<file path="src/rtl/core/dssc_pkg.sv">
`default_nettype none

package dssc_pkg;

    localparam int CFG_IDX_W  = 3;
    localparam int CFG_DATA_W = 16;
    localparam int QUEUE_DEPTH = 2;

    localparam logic [7:0]  SVC_SESSION      = 8'h10;
    localparam logic [7:0]  SVC_SECURITY     = 8'h27;
    localparam logic [7:0]  SESS_DEFAULT     = 8'h01;
    localparam logic [7:0]  SESS_PROGRAMMING = 8'h02;
    localparam logic [7:0]  SESS_EXTENDED    = 8'h03;
    localparam logic [7:0]  SESS_SAFETY      = 8'h04;
    localparam logic [7:0]  LEN_SESSION      = 8'd2;
    localparam logic [7:0]  LEN_SECURITY_MIN = 8'd2;
    localparam logic [7:0]  LEN_KEY_MIN      = 8'd6;
    localparam logic [31:0] KEY_MASK         = 32'h1234_5678;
    localparam logic [7:0]  FAIL_CNT_MAX     = 8'hFF;

    localparam logic [15:0] RST_SESSION_TIMEOUT = 16'd5000;
    localparam logic [15:0] RST_LOCKOUT         = 16'd10000;
    localparam logic [7:0]  RST_MAX_FAILURES    = 8'd3;

    typedef enum logic [CFG_IDX_W-1:0] {
        CFG_SESSION_TIMEOUT = 3'd0,
        CFG_LOCKOUT         = 3'd1,
        CFG_MAX_FAILURES    = 3'd2,
        CFG_ENABLE_PROG     = 3'd3,
        CFG_ENABLE_EXT      = 3'd4,
        CFG_ENABLE_SAFETY   = 3'd5
    } t_cfg_idx;

    typedef enum logic [2:0] {
        OP_NONE    = 3'd0,
        OP_TICK    = 3'd1,
        OP_SESSION = 3'd2,
        OP_SEED    = 3'd3,
        OP_KEY     = 3'd4
    } t_op;

    typedef struct packed {
        logic [15:0] session_timeout;
        logic [15:0] lockout;
        logic [7:0]  max_failures;
        logic        enable_prog;
        logic        enable_ext;
        logic        enable_safety;
    } t_cfg;

    typedef struct packed {
        t_op         op;
        logic        key_long;
        logic [7:0]  sub;
        logic [31:0] data;
    } t_cmd;

    typedef struct packed {
        logic       accepted;
        logic [7:0] current_session;
        logic       is_locked;
        logic [6:0] security_level;
    } t_res;

endpackage

`default_nettype wire

</file>
<file path="src/rtl/core/dssc_queue.sv">
`default_nettype none

module dssc_queue #(
    parameter int WIDTH = 8,
    parameter int DEPTH = dssc_pkg::QUEUE_DEPTH
) (
    input  wire logic             i_clk,
    input  wire logic             i_rst_n,
    input  wire logic             i_push,
    input  wire logic [WIDTH-1:0] i_data,
    output logic                  o_full,
    input  wire logic             i_pop,
    output logic                  o_empty,
    output logic      [WIDTH-1:0] o_data
);

    localparam int PTR_W = (DEPTH > 1) ? $clog2(DEPTH) : 1;
    localparam int CNT_W = $clog2(DEPTH + 1);

    logic [WIDTH-1:0] r_mem [DEPTH];
    logic [PTR_W-1:0] r_wr_ptr;
    logic [PTR_W-1:0] r_rd_ptr;
    logic [CNT_W-1:0] r_count;
    logic             wr_en;
    logic             rd_en;

    assign o_full  = (r_count == CNT_W'(DEPTH));
    assign o_empty = (r_count == '0);
    assign o_data  = r_mem[r_rd_ptr];
    assign wr_en   = i_push && !o_full;
    assign rd_en   = i_pop && !o_empty;

    always_ff @(posedge i_clk) begin
        if (wr_en) begin
            r_mem[r_wr_ptr] <= i_data;
        end
    end

    always_ff @(posedge i_clk) begin
        if (!i_rst_n) begin
            r_wr_ptr <= '0;
            r_rd_ptr <= '0;
            r_count  <= '0;
        end else begin
            if (wr_en) begin
                r_wr_ptr <= (r_wr_ptr == PTR_W'(DEPTH - 1)) ? '0 : r_wr_ptr + PTR_W'(1);
            end
            if (rd_en) begin
                r_rd_ptr <= (r_rd_ptr == PTR_W'(DEPTH - 1)) ? '0 : r_rd_ptr + PTR_W'(1);
            end
            if (wr_en && !rd_en) begin
                r_count <= r_count + CNT_W'(1);
            end else if (rd_en && !wr_en) begin
                r_count <= r_count - CNT_W'(1);
            end
        end
    end

endmodule

`default_nettype wire

</file>
<file path="src/rtl/core/dssc_front.sv">
`default_nettype none

module dssc_front (
    input  wire logic          i_push,
    output logic               o_full,
    input  wire logic          i_mode,
    input  wire logic [7:0]    i_request_length,
    input  wire logic [7:0]    i_service_code,
    input  wire logic [7:0]    i_sub_byte,
    input  wire logic [31:0]   i_key_value,
    input  wire logic [31:0]   i_fresh_seed,
    input  wire dssc_pkg::t_cfg i_cfg,
    input  wire logic          i_cmd_full,
    output logic               o_cmd_push,
    output dssc_pkg::t_cmd     o_cmd
);

    logic sess_allowed;

    assign o_full     = i_cmd_full;
    assign o_cmd_push = i_push && !i_cmd_full;

    always_comb begin
        case (i_sub_byte)
            dssc_pkg::SESS_PROGRAMMING: sess_allowed = i_cfg.enable_prog;
            dssc_pkg::SESS_EXTENDED:    sess_allowed = i_cfg.enable_ext;
            dssc_pkg::SESS_SAFETY:      sess_allowed = i_cfg.enable_safety;
            default:                    sess_allowed = 1'b1;
        endcase
    end

    always_comb begin
        o_cmd.op       = dssc_pkg::OP_NONE;
        o_cmd.key_long = (i_request_length >= dssc_pkg::LEN_KEY_MIN);
        o_cmd.sub      = i_sub_byte;
        o_cmd.data     = i_sub_byte[0] ? i_fresh_seed : i_key_value;
        if (!i_mode) begin
            o_cmd.op = dssc_pkg::OP_TICK;
        end else if (i_service_code == dssc_pkg::SVC_SESSION) begin
            if (i_request_length == dssc_pkg::LEN_SESSION && sess_allowed) begin
                o_cmd.op = dssc_pkg::OP_SESSION;
            end
        end else if (i_service_code == dssc_pkg::SVC_SECURITY) begin
            if (i_request_length >= dssc_pkg::LEN_SECURITY_MIN) begin
                o_cmd.op = i_sub_byte[0] ? dssc_pkg::OP_SEED : dssc_pkg::OP_KEY;
            end
        end
    end

endmodule

`default_nettype wire

</file>
<file path="src/rtl/core/dssc_back.sv">
`default_nettype none

module dssc_back (
    input  wire logic           i_clk,
    input  wire logic           i_rst_n,
    input  wire dssc_pkg::t_cfg i_cfg,
    input  wire logic           i_cmd_valid,
    input  wire dssc_pkg::t_cmd i_cmd,
    output logic                o_cmd_pop,
    input  wire logic           i_res_full,
    output logic                o_res_push,
    output dssc_pkg::t_res      o_res
);

    logic [7:0]  r_session;
    logic        r_running;
    logic        r_locked;
    logic [6:0]  r_level;
    logic [31:0] r_seed;
    logic [7:0]  r_fail;
    logic [15:0] r_sess_rem;
    logic [15:0] r_lock_rem;

    logic [7:0]  n_session;
    logic        n_running;
    logic        n_locked;
    logic [6:0]  n_level;
    logic [31:0] n_seed;
    logic [7:0]  n_fail;
    logic [15:0] n_sess_rem;
    logic [15:0] n_lock_rem;

    logic        go;
    logic        acc;
    logic [15:0] sess_dec;
    logic [15:0] lock_dec;
    logic [7:0]  fail_inc;

    assign go         = i_cmd_valid && !i_res_full;
    assign o_cmd_pop  = go;
    assign o_res_push = go;
    assign sess_dec   = (r_sess_rem != '0) ? r_sess_rem - 16'd1 : r_sess_rem;
    assign lock_dec   = (r_lock_rem != '0) ? r_lock_rem - 16'd1 : r_lock_rem;
    assign fail_inc   = (r_fail != dssc_pkg::FAIL_CNT_MAX) ? r_fail + 8'd1 : r_fail;

    always_comb begin
        n_session  = r_session;
        n_running  = r_running;
        n_locked   = r_locked;
        n_level    = r_level;
        n_seed     = r_seed;
        n_fail     = r_fail;
        n_sess_rem = r_sess_rem;
        n_lock_rem = r_lock_rem;
        acc        = 1'b0;
        if (go) begin
            case (i_cmd.op)
                dssc_pkg::OP_TICK: begin
                    n_sess_rem = sess_dec;
                    n_lock_rem = lock_dec;
                    if (r_running && sess_dec == '0) begin
                        n_session = dssc_pkg::SESS_DEFAULT;
                        n_running = 1'b0;
                        n_locked  = 1'b1;
                        n_level   = '0;
                    end
                    if (r_fail != '0 && lock_dec == '0) begin
                        n_fail = '0;
                    end
                end
                dssc_pkg::OP_SESSION: begin
                    n_session  = i_cmd.sub;
                    n_running  = 1'b1;
                    n_sess_rem = i_cfg.session_timeout;
                    acc        = 1'b1;
                end
                dssc_pkg::OP_SEED: begin
                    if (r_fail < i_cfg.max_failures) begin
                        n_seed = i_cmd.data;
                        acc    = 1'b1;
                    end
                end
                dssc_pkg::OP_KEY: begin
                    if (i_cmd.key_long && i_cmd.data == (r_seed ^ dssc_pkg::KEY_MASK)) begin
                        n_locked = 1'b0;
                        n_level  = i_cmd.sub[7:1];
                        n_fail   = '0;
                        acc      = 1'b1;
                    end else begin
                        n_fail = fail_inc;
                        if (fail_inc >= i_cfg.max_failures) begin
                            n_lock_rem = i_cfg.lockout;
                        end
                    end
                end
                default: begin
                end
            endcase
        end
    end

    always_comb begin
        o_res.accepted        = acc;
        o_res.current_session = n_session;
        o_res.is_locked       = n_locked;
        o_res.security_level  = n_level;
    end

    always_ff @(posedge i_clk) begin
        if (!i_rst_n) begin
            r_session  <= dssc_pkg::SESS_DEFAULT;
            r_running  <= 1'b0;
            r_locked   <= 1'b1;
            r_level    <= '0;
            r_seed     <= '0;
            r_fail     <= '0;
            r_sess_rem <= '0;
            r_lock_rem <= '0;
        end else begin
            r_session  <= n_session;
            r_running  <= n_running;
            r_locked   <= n_locked;
            r_level    <= n_level;
            r_seed     <= n_seed;
            r_fail     <= n_fail;
            r_sess_rem <= n_sess_rem;
            r_lock_rem <= n_lock_rem;
        end
    end

    a_locked_level_zero: assert property (@(posedge i_clk) disable iff (!i_rst_n)
        r_locked |-> (r_level == '0))
        else $error("locked access holds a non-zero level");

    a_idle_default_session: assert property (@(posedge i_clk) disable iff (!i_rst_n)
        !r_running |-> (r_session == dssc_pkg::SESS_DEFAULT))
        else $error("stopped session is not the default session");

    a_fail_step: assert property (@(posedge i_clk) disable iff (!i_rst_n)
        ($past(i_rst_n) && r_fail != $past(r_fail))
            |-> (r_fail == '0 || r_fail == $past(r_fail) + 8'd1))
        else $error("failure count moved by more than one");

endmodule

`default_nettype wire

</file>
<file path="src/rtl/core/diag_session_security_control.sv">
// Accepted items pass the command queue, then the back end, then the result queue to the outputs.
// Throughput: one item per cycle, with push and pop both free to stall.
// The command queue and the result queue decouple classification from execution.
// Reset is synchronous and active low; it empties both queues, restores the
// configuration defaults and returns to the default session, locked, no failures.
`default_nettype none

module diag_session_security_control #(
    parameter int QUEUE_DEPTH = dssc_pkg::QUEUE_DEPTH
) (
    input  wire logic                          i_clk,
    input  wire logic                          i_rst_n,
    input  wire logic                          i_cfg_wr_en,
    input  wire logic [dssc_pkg::CFG_IDX_W-1:0]  i_cfg_idx,
    input  wire logic [dssc_pkg::CFG_DATA_W-1:0] i_cfg_wdata,
    input  wire logic                          push,
    output logic                               full,
    input  wire logic                          i_mode,
    input  wire logic [7:0]                    i_request_length,
    input  wire logic [7:0]                    i_service_code,
    input  wire logic [7:0]                    i_sub_byte,
    input  wire logic [31:0]                   i_key_value,
    input  wire logic [31:0]                   i_fresh_seed,
    output logic                               empty,
    input  wire logic                          pop,
    output logic                               o_accepted,
    output logic [7:0]                         o_current_session,
    output logic                               o_is_locked,
    output logic [6:0]                         o_security_level
);

    localparam int CMD_W = $bits(dssc_pkg::t_cmd);
    localparam int RES_W = $bits(dssc_pkg::t_res);

    dssc_pkg::t_cfg r_cfg;
    dssc_pkg::t_cmd fe_cmd;
    dssc_pkg::t_cmd q_cmd;
    dssc_pkg::t_res be_res;
    dssc_pkg::t_res q_res;

    logic cmd_push;
    logic cmd_full;
    logic cmd_empty;
    logic cmd_pop;
    logic res_push;
    logic res_full;

    always_ff @(posedge i_clk) begin
        if (!i_rst_n) begin
            r_cfg.session_timeout <= dssc_pkg::RST_SESSION_TIMEOUT;
            r_cfg.lockout         <= dssc_pkg::RST_LOCKOUT;
            r_cfg.max_failures    <= dssc_pkg::RST_MAX_FAILURES;
            r_cfg.enable_prog     <= 1'b0;
            r_cfg.enable_ext      <= 1'b0;
            r_cfg.enable_safety   <= 1'b0;
        end else if (i_cfg_wr_en) begin
            case (dssc_pkg::t_cfg_idx'(i_cfg_idx))
                dssc_pkg::CFG_SESSION_TIMEOUT: r_cfg.session_timeout <= i_cfg_wdata;
                dssc_pkg::CFG_LOCKOUT:         r_cfg.lockout         <= i_cfg_wdata;
                dssc_pkg::CFG_MAX_FAILURES:    r_cfg.max_failures    <= i_cfg_wdata[7:0];
                dssc_pkg::CFG_ENABLE_PROG:     r_cfg.enable_prog     <= i_cfg_wdata[0];
                dssc_pkg::CFG_ENABLE_EXT:      r_cfg.enable_ext      <= i_cfg_wdata[0];
                dssc_pkg::CFG_ENABLE_SAFETY:   r_cfg.enable_safety   <= i_cfg_wdata[0];
                default: begin
                end
            endcase
        end
    end

    dssc_front u_front (
        .i_push           (push),
        .o_full           (full),
        .i_mode           (i_mode),
        .i_request_length (i_request_length),
        .i_service_code   (i_service_code),
        .i_sub_byte       (i_sub_byte),
        .i_key_value      (i_key_value),
        .i_fresh_seed     (i_fresh_seed),
        .i_cfg            (r_cfg),
        .i_cmd_full       (cmd_full),
        .o_cmd_push       (cmd_push),
        .o_cmd            (fe_cmd)
    );

    dssc_queue #(
        .WIDTH (CMD_W),
        .DEPTH (QUEUE_DEPTH)
    ) u_cmd_queue (
        .i_clk   (i_clk),
        .i_rst_n (i_rst_n),
        .i_push  (cmd_push),
        .i_data  (fe_cmd),
        .o_full  (cmd_full),
        .i_pop   (cmd_pop),
        .o_empty (cmd_empty),
        .o_data  (q_cmd)
    );

    dssc_back u_back (
        .i_clk       (i_clk),
        .i_rst_n     (i_rst_n),
        .i_cfg       (r_cfg),
        .i_cmd_valid (!cmd_empty),
        .i_cmd       (q_cmd),
        .o_cmd_pop   (cmd_pop),
        .i_res_full  (res_full),
        .o_res_push  (res_push),
        .o_res       (be_res)
    );

    dssc_queue #(
        .WIDTH (RES_W),
        .DEPTH (QUEUE_DEPTH)
    ) u_res_queue (
        .i_clk   (i_clk),
        .i_rst_n (i_rst_n),
        .i_push  (res_push),
        .i_data  (be_res),
        .o_full  (res_full),
        .i_pop   (pop),
        .o_empty (empty),
        .o_data  (q_res)
    );

    assign o_accepted        = q_res.accepted;
    assign o_current_session = q_res.current_session;
    assign o_is_locked       = q_res.is_locked;
    assign o_security_level  = q_res.security_level;

endmodule

`default_nettype wire

</file>
<file path="config.mk">
export PLATFORM = sky130hd
export DESIGN_NAME = diag_session_security_control
export DESIGN_NICKNAME = d
export VERILOG_FILES = /design/src/rtl/core/dssc_pkg.sv /design/src/rtl/core/dssc_queue.sv /design/src/rtl/core/dssc_front.sv /design/src/rtl/core/dssc_back.sv /design/src/rtl/core/diag_session_security_control.sv
export SDC_FILE = /design/constraint.sdc
export NUM_CORES = 1
export LEC_CHECK = 0
export BUFFER_PORTS_ARGS = -buffer_cell sky130_fd_sc_hd__buf_2
export CAP_MARGIN = 20
export CORE_MARGIN = 2
export CORE_UTILIZATION = 25
export CTS_CLUSTER_SIZE = 10
export DETAILED_ROUTE_END_ITERATION = 6
export PLACE_DENSITY_LB_ADDON = 0.05
export SLEW_MARGIN = 20
export SYNTH_ARGS = -nofsm -noshare
export SYNTH_HDL_FRONTEND = slang
export SYNTH_SLANG_ARGS = --single-unit
</file>
<file path="constraint.sdc">
create_clock -name i_clk -period 3.15 [get_ports i_clk]
set_input_delay 0.1575 -clock i_clk [delete_from_list [all_inputs] [get_ports i_clk]]
set_output_delay 0.1575 -clock i_clk [all_outputs]
set_load 0.05 [all_outputs]
</file>
== Word level (Yosys, flattened, before mapping) ==
Memory sizes are Yosys's and may differ from the RTL's. A register that Yosys moved wholly into a read port is not among the register bits.
Cells that the tools add are included.
Word-level totals
  register bits after elaboration: 140
  bits in writable memories: 122
  input bits: 113
  output and inout bits: 19
  word-level logic and storage cells: 157
  memories kept: 2
Operators by class
  $add $sub $neg: 11
  $lt $le $gt $ge: 4
  equal/unequal tests: 23
  muxes and demuxes: 51
  bitwise gates (word level): 1
  reductions and logical operators: 45
Memory list
  u_cmd_queue.r_mem: words 2, width 44, rd ports 1, clocked after Yosys merged registers in 1, wr ports 1, line dssc_queue.sv:20  | logic [WIDTH-1:0] r_mem [DEPTH];
  u_res_queue.r_mem: words 2, width 17, rd ports 1, clocked after Yosys merged registers in 1, wr ports 1, line dssc_queue.sv:20
Operator list (count)
  16-bit 2-to-1 mux: 4
  16-bit one-hot mux with 2 select lines: 2
  8-bit 2-to-1 mux: 5
  32-bit == test: 1
  16-bit zero test: 2
  32-bit 2-to-1 mux: 1
  8-bit one-hot mux with 2 select lines: 2
  16-bit nonzero test: 2
  16-bit by 1-bit subtractor with 16-bit output (second input constant): 2
  8-bit by 2-bit == test with 1-bit output (second input constant): 3
  7-bit 2-to-1 mux: 3
  1-bit 2-to-1 mux: 19
  3-bit 2-to-1 mux: 5
  1-bit logical AND: 14
  7-bit one-hot mux with 2 select lines: 1
  2-bit AND reduction: 7
  13-bit inverter: 1
  3-bit by 2-bit == test with 1-bit output (second input constant): 4
  2-bit 2-to-1 mux: 5
  3-bit == test (second input constant): 3
  3-bit AND reduction: 3
  8-bit by 1-bit adder with 8-bit output (second input constant): 1
  8-bit by 3-bit == test with 1-bit output (second input constant): 1
  8-bit by 5-bit == test with 1-bit output (second input constant): 1
  other kinds (21): 43

== Longest topological paths before layout ==
Gate-level depths: netlist of run 1.
  depth in word-level cells: 8
  mapped depth: 18
  gate-level depth less buffers: 14

== By module ==
Synthesis of run 1 repeated with hierarchy kept, for this count alone.
Second synthesis, totals
  cells, all modules: 1250
  area total of the unflattened synthesis: 13370.3 µm²
Modules (own cells, without submodules)
  dssc_back: times used 1, cells an instance 768, area each 6163.4 µm², seq. area each 1781.7 µm²
  dssc_queue at u_cmd_queue: times used 1, cells an instance 162, area each 3407.0 µm², seq. area each 2742.6 µm²
  diag_session_security_control: times used 1, cells an instance 173, area each 1736.7 µm², seq. area each 860.8 µm²
  dssc_queue at u_res_queue: times used 1, cells an instance 78, area each 1458.9 µm², seq. area each 1121.1 µm²
  dssc_front: times used 1, cells an instance 69, area each 604.3 µm², seq. area each 0.0 µm²

== Worst setup path before layout of run 1 ==
Ideal clock, no wire load.
  kind: register to register
  from: register u_back.r_fail[0]
  to: register u_back.r_lock_rem[12]
  setup time: 0.128 ns
  arrival time: 3.006 ns
  required time: 3.022 ns
  path slack: 0.016 ns
  cell stages (with the launch flop): 17
  clock period less this slack: 3.134 ns
  cell sequence: dfxtp_1 -> ha_1 -> and2_1 -> nand3_1 -> nand3_1 -> xnor2_1 -> ha_1 -> a21o_1 -> a211oi_1 -> a21oi_1 -> nor3_1 -> o31a_1 -> buf_2 -> or2_2 -> clkbuf_1 -> clkbuf_1 -> o22ai_1
On the way
  cells in the longest elaborated chain, start to end: 5
  elaborated cells on any way between the ends: 6
  those cells by class: add/sub (1); order compare (1); eq/ne (2); mux (1); reduce/logical (1)
RTL lines
  start, declared: line dssc_back.sv:20  | logic [7:0] r_fail;
  start signal, assigned: line dssc_back.sv:125  | r_fail <= n_fail;
  8-bit by 1-bit adder with 8-bit output or 8-bit != test (tied branches): line dssc_back.sv:44  | assign fail_inc = (r_fail != dssc_pkg::FAIL_CNT_MAX) ? r_fail + 8'd1 : r_fail;
  8-bit 2-to-1 mux (*): line dssc_back.sv:44
  8-bit greater-or-equal comparator (*): line dssc_back.sv:91  | if (fail_inc >= i_cfg.max_failures) begin
  2-bit by 1-bit != test with 1-bit output (no source line) (*)
  4-bit AND reduction (no source line) (*)
  end signal, assigned: line dssc_back.sv:127  | r_lock_rem <= n_lock_rem;
  end, declared: line dssc_back.sv:22  | logic [15:0] r_lock_rem;
Every way passes the cells marked *; elsewhere a longest branch is shown, timed or not.
A chain may end at the register's enable or synchronous reset.

==> qor.csv, run 1 <==
stage,metric,value,unit
timing,clock_skew,17.4,ps
die,die_y,226,µm
timing,finalCritPeriodShare,94.0,%
final_layout,final-seq-area,0.00651,mm²
run_status,status,"complete, no violations",
drt,vias,9726,
final_layout,multi_input_area,0.00543,mm²
drt,routed_wl,37.1,mm
global_route,grt_pass1_vias,9863,
placed_design,hpwl,25.7,mm
pwr,ir_drop,0.000486,V
synth,ys_ff_latch,264,
synth,syn-cell-area,0.0123,mm²
synth,ys_seq_area_share,53.0,%
pwr,clock_power_share,23.1,%
setup_path,crit_start,u_back.r_sess_rem[0],
placed_design,dpl_cell_area,0.0140,mm²
final_layout,mostFrequentLayoutCells,"nand2_1, dfxtp_1, buf_2",
pwr,leakagePower,0.00587,µW
clock_tree,clock_path_buffers,3,
global_route,grt_max_degree,57,
synth,ys_async_sr_fraction,0,%
final_layout,mostFrequentLayoutCell,nand2_1,
synth,synth_edf_count,122,
final_layout,nFillCells,5053,
timing,setup_viol,0,
final_layout,drive_gt1_share,21.2,%
synth,synthesis.nets,1334,
setup_path,worstPathCellList,or4_1 > or4_1 > o21bai_1 > o21ai_0 > or3_1 > buf_4 > or2b_1 > and2_1,
clock_tree,clk_pin_slew,50,ps
timing,layout_min_cycle_time,2960,ps
setup_path,path_buf_inv,1,
min_path,hold_path_end,u_res_queue.r_rd_ptr,
die,fp-row-count,81,
timing,tns,0,ps
placed_design,io_buffers,131,
flow_run,drv_cap,0,
clock_tree,cts_setup_buffers,0,
clock_tree,cts_buffers,35,
die,core,0.0487,mm²
pwr,power.total,16100,µW
setup_path,r2r-start,u_back.r_sess_rem[0],
placed_design,globalplace.congestion,0.800,
timing,drv_slew,0,
global_route,antenna_found_initial,1,
synth,yosys_warnings,0,
die,io-pin-count,132,
clock_tree,cts_root_buffer,clkbuf_16,
setup_path,crit_type,register to register,
pwr,power_frac_comb,48.1,%
drt,ant_nets,0,
setup_path,critical_path.max_fanout,11,
min_path,min_path_type,primary input to register,
synth,avgSynthCellArea,10.2,µm²
timing,tightest_slew,961,ps
final_layout,final_area,0.0160,mm²
min_path,worstHoldStart,pop,
setup_path,cp_top_family,simple AND/OR/NAND/NOR gates,
setup_path,crit_required,3430,ps
setup_path,rr_endpoint,u_res_queue.r_mem[0][7],
timing,hold_violations,0,
pwr,p_sw_share,40.3,%
die,dieArea,0.0509,mm²
global_route,grt_pass1_wl,57.7,mm
die,dieWidth,226,µm
pwr,pwr-share-seq,28.8,%
die,start_util,25.2,%
clock_tree,insertion_delay,540,ps
drt,dr.pass1.iters,7,
global_route,overflow,0,
clock_tree,h-tree-depth,2,
synth,synthCells,1199,
pwr,switching_power,6490,µW
timing,slew_headroom,35.9,%
final_layout,area.growth.synth_to_final,30.3,%
setup_path,crit_slowest_cell,or4_1,
clock_tree,cts_tree,done,
setup_path,start_kind,register,
drt,drt_iter0_drc,382,
timing,hold_ws,67.9,ps
global_route,grt_use_total,14.8,%
synth,ys_types,65,
drt,vias_per_cell,4.55,
final_layout,diodes,0,
final_layout,nets,1582,
setup_path,path_common_cell,or4_1,
pwr,cellPowerDensity,1010,mW/mm²
pwr,power.internal,9610,µW
drt,wire_per_inst,17.4,µm
timing,max_freq,338,MHz
clock_tree,cts_sinks,264,
setup_path,reg2reg_depth,8,
setup_path,critPathArrivalTime,3240,ps
min_path,hold_depth,4,
setup_path,cp-end-kind,register,
synth,synth_ff_type,dfxtp_1,
setup_path,rrSetupSlack,190,ps
setup_path,cpPeakStageDelay,600,ps
drt,drc_errors,0,
[how the worst max path moves through the flow]
| stage | end | slack, ps | cells past startpoint |
|---|---|---|---|
| 6_report | u_res_queue.r_mem[0][7] | 190 | 8 |
| 4_1_cts | u_back.r_lock_rem[8] | 20 | 14 |
| 3_3_place_gp | u_back.r_lock_rem[6] | 90 | 13 |
| 2_1_floorplan | u_back.r_lock_rem[12] | 20 | 16 |
| 5_1_grt | u_back.r_lock_rem[10] | -30 | 14 |
| 3_5_place_dp | u_back.r_lock_rem[8] | 40 | 14 |
[logic make-up after synthesis]
logic type / synth area share (%)
AND/OR/NAND/NOR: 16.1
flip-flops: 53.0
AO/OA/AOI/OAI: 13.1
multiplexers: 8.99
buffers and inverters: 3.28
XOR/XNOR: 3.42
adder cells (fa/ha/maj): 2.24
[cells in the mapped netlist (5+ instances only)]
cell	instances	share of area [%]
a21o_1	8	0.49
a22oi_1	5	0.31
nand2b_1	8	0.41
or3_1	9	0.46
nor3b_1	5	0.31
and2_1	16	0.81
a21oi_1	70	2.9
a211oi_1	41	2.5
clkbuf_1	57	1.7
o211ai_1	15	0.92
nor4_1	30	1.5
nor2_1	106	3.2
xor2_1	22	1.6
mux2i_1	53	4.3
nor3_1	26	1.1
nor2b_1	7	0.36
dfxtp_1	142	23
o22ai_1	5	0.25
edfxtp_1	122	30
o32ai_1	12	0.86
a31o_1	7	0.50
nand3_1	27	1.1
nand2_1	143	4.4
and3_1	5	0.25
buf_2	7	0.29
or2_2	6	0.31
mux2_2	49	4.5
nand4_1	15	0.76
xnor2_1	26	1.9
ha_1	22	2.2
inv_1	24	0.73
o2bb2ai_1	7	0.50
o21ai_0	42	1.7
[final cells by class]
cell class | count | area share (%)
Multi-Input combinational cell | 836 | 33.9
Clock buffer | 56 | 6.35
Timing Repair Buffer | 285 | 13.1
Clock inverter | 6 | 0.266
Tap cell | 664 | 5.19
Sequential cell | 264 | 40.6
Inverter | 25 | 0.594
[worst register-to-register path, delay by kind of cell (launching register included)]
family / cells / cell delay (ps)
compound gates: 2 / 470
buf+inv: 1 / 180
flops: 1 / 380
simple gates: 5 / 1680
[sequential cells by signal, indices dropped and copies added, names as in the netlist, 7 cells and up, named ones only]
| signal | count |
|---|---|
| u_cmd_queue.r_mem | 88 |
| u_back.r_fail | 8 |
| u_res_queue.r_mem | 34 |
| u_back.r_sess_rem | 16 |
| r_cfg | 43 |
| u_back.r_level | 7 |
| u_back.r_lock_rem | 16 |
| u_back.r_seed | 32 |
| u_back.r_session | 8 |
[per-layer routing]
layer / routed length [µm] / vias up / track usage [%]
li1: - / 4887 / -
met1: 16900 / 4647 / 18.7
met2: 18400 / 145 / 25.7
met3: 1130 / 45 / 2.81
met4: 716 / 2 / 3.89
met5: 16 / - / 0
[metrics by stage]
step                setup slack, ps  std cells  utilization [%]
floorplan                      16.1       1199                -
global placement               92.7       1984             28.7
detailed placement             35.7       1984             28.7
CTS                            20.8       2136             32.8
global route                  -25.9       2136             32.8
finish                          188       2136             32.8
[timing repair]
action / CTS / global route
resized for setup: 0 / 12
hold buffers: 90 / 0
hold endpoints to repair: 126 / 0
endpoints found under the setup margin: 0 / 55
[power groups by stage]
stage                     Sequential (µW)  Clock [µW]  Combinational (µW)
final                                4640        3720                7740
after global routing                 4720        4010                8690
after CTS                            4650        3880                7750
after detailed placement             4710           0                7610
after global placement               4720           0                7680
after floorplan                      4570           0                5370
No activity file was read; power rests on OpenSTA's default activity.
==> run 2: changes to the inputs <==
- clock period: 3.15 -> 3.07 ns (I/O delays scaled with it)
==> qor.csv, run 2 (synthesis results as in run 1) <==
stage,metric,value,unit
timing,finalCritPeriodShare,94.3,%
drt,vias,9810,
pwr,leakagePower,0.00597,µW
pwr,pwr-share-seq,28.1,%
final_layout,diodes,0,
final_layout,multi_input_area,0.00551,mm²
timing,tns,0,ps
setup_path,reg2reg_depth,8,
pwr,p_sw_share,40.1,%
die,fp-row-count,81,
min_path,hold_path_end,u_res_queue.r_rd_ptr,
clock_tree,cts_buffers,35,
global_route,grt_max_degree,70,
timing,hold_violations,0,
setup_path,crit_required,3370,ps
timing,drv_slew,0,
final_layout,nFillCells,5039,
min_path,worstHoldStart,pop,
setup_path,crit_slowest_cell,or4_1,
die,start_util,25.2,%
global_route,overflow,0,
flow_run,drv_cap,0,
timing,setup_viol,0,
placed_design,hpwl,25.9,mm
timing,slew_headroom,42.0,%
timing,layout_min_cycle_time,2900,ps
drt,drc_errors,0,
placed_design,dp_cells,1990,
final_layout,mostFrequentLayoutCells,"nand2_1, dfxtp_1, buf_2",
global_route,antenna_found_initial,1,
clock_tree,clk_pin_slew,60,ps
setup_path,crit_type,register to register,
clock_tree,clock_path_buffers,3,
setup_path,critical_path.max_fanout,11,
final_layout,reg_top3,"u_cmd_queue.r_mem: 88 flops, r_cfg: 43 flops, u_res_queue.r_mem: 34 flops",
setup_path,rrSetupSlack,170,ps
final_layout,nets,1594,
pwr,cellPowerDensity,1040,mW/mm²
global_route,grt_pass1_wl,57.5,mm
clock_tree,cts_tree,done,
drt,ant_nets,0,
final_layout,regMostFlops,u_cmd_queue.r_mem,
setup_path,cp-end-kind,register,
die,dieArea,0.0509,mm²
setup_path,rr_endpoint,u_res_queue.r_mem[0][7],
setup_path,crit_start,u_back.r_sess_rem[1],
setup_path,critPathArrivalTime,3190,ps
final_layout,finish.utilization,33.3,%
placed_design,globalplace.congestion,0.796,
die,dieWidth,226,µm
placed_design,io_buffers,131,
drt,routed_wl,37.5,mm
final_layout,drive_gt1_share,23.0,%
setup_path,start_kind,register,
setup_path,worstPathCellList,or4_1 > or4_4 > o21bai_2 > o21ai_0 > or3_1 > buf_4 > or2b_1 > and2_1,
drt,drt_iter0_drc,476,
global_route,grt_pass1_vias,9835,
die,die_y,226,µm
pwr,clock_power_share,23.5,%
pwr,ir_drop,0.000630,V
final_layout,mostFrequentLayoutCell,nand2_1,
final_layout,final_cells,2149,
min_path,hold_depth,4,
clock_tree,insertion_delay,550,ps
drt,wire_per_inst,17.4,µm
final_layout,final-seq-area,0.00651,mm²
timing,max_freq,345,MHz
clock_tree,cts_sinks,264,
pwr,power_frac_comb,48.4,%
drt,vias_per_cell,4.56,
setup_path,r2r-start,u_back.r_sess_rem[1],
setup_path,cpPeakStageDelay,590,ps
final_layout,area.growth.synth_to_final,32.3,%
clock_tree,cts_root_buffer,clkbuf_16,
min_path,min_path_type,primary input to register,
pwr,power.internal,10100,µW
run_status,status,"complete, no violations",
clock_tree,h-tree-depth,2,
final_layout,largest_reg_flops,88,
drt,dr.pass1.iters,5,
pwr,switching_power,6770,µW
die,io-pin-count,132,
timing,clock_skew,23.9,ps
global_route,grt_use_total,14.8,%
timing,tightest_slew,869,ps
die,core,0.0487,mm²
## run 2: worst max-delay path by stage
stage | end | slack [ps]
6_report | u_res_queue.r_mem[0][7] | 170
5_1_grt | u_back.r_lock_rem[0] | -10
4_1_cts | u_res_queue.r_mem[1][6] | 5
3_5_place_dp | u_back.r_lock_rem[13] | -50
3_3_place_gp | u_back.r_lock_rem[13] | -20
2_1_floorplan | u_back.r_lock_rem[12] | 5
## run 2: power by group through the flow
stage / clock network (µW) / registers, µW / logic (µW)
after CTS: 4120 / 4750 / 8000
after detailed placement: 0 / 4820 / 7840
final: 3960 / 4740 / 8160
after global placement: 0 / 4820 / 7880
after global routing: 4240 / 4820 / 9130
after floorplan: 0 / 4690 / 5510
## run 2: cell type report
class | count | share of cell area (%)
inverter | 25 | 0.585
timing repair buffer | 297 | 13.6
clock inverter | 6 | 0.423
sequential | 264 | 40.0
multi-input combinational | 836 | 33.9
tap | 664 | 5.11
clock buffer | 57 | 6.40
## run 2: repair_timing
item,CTS,global route
setup endpoints to repair,16,61
hold endpoints to repair,126,0
pin swaps,0,12
gates resized for setup,2,31
hold buffers,90,0
buffers inserted,0,6
## run 2: routing by layer
metal	track usage, %	wire (µm)
met1	18.2	16400
met2	26.3	18900
met3	2.17	1240
met4	5.17	936
met5	0	11
## run 2: critical path: cells and delay by family (launching register included)
| family | cells | cell delay [ps] |
|---|---|---|
| and+or+nand+nor | 5 | 1620 |
| AOI/OAI and AO/OA | 2 | 460 |
| DFF | 1 | 370 |
| buffers and inverters | 1 | 190 |
## run 2: stage by stage
stage	setup WS, ps	hold slack, ps	instance area [µm²]	power, µW
after floorplan	5.08	252	12300	10200
after global placement	-21.4	363	14100	12700
after detailed placement	-47.7	364	14100	12700
after CTS	4.76	29.3	16100	16900
after global routing	-11.8	76.8	16300	18200
final	175	59.2	16300	16900
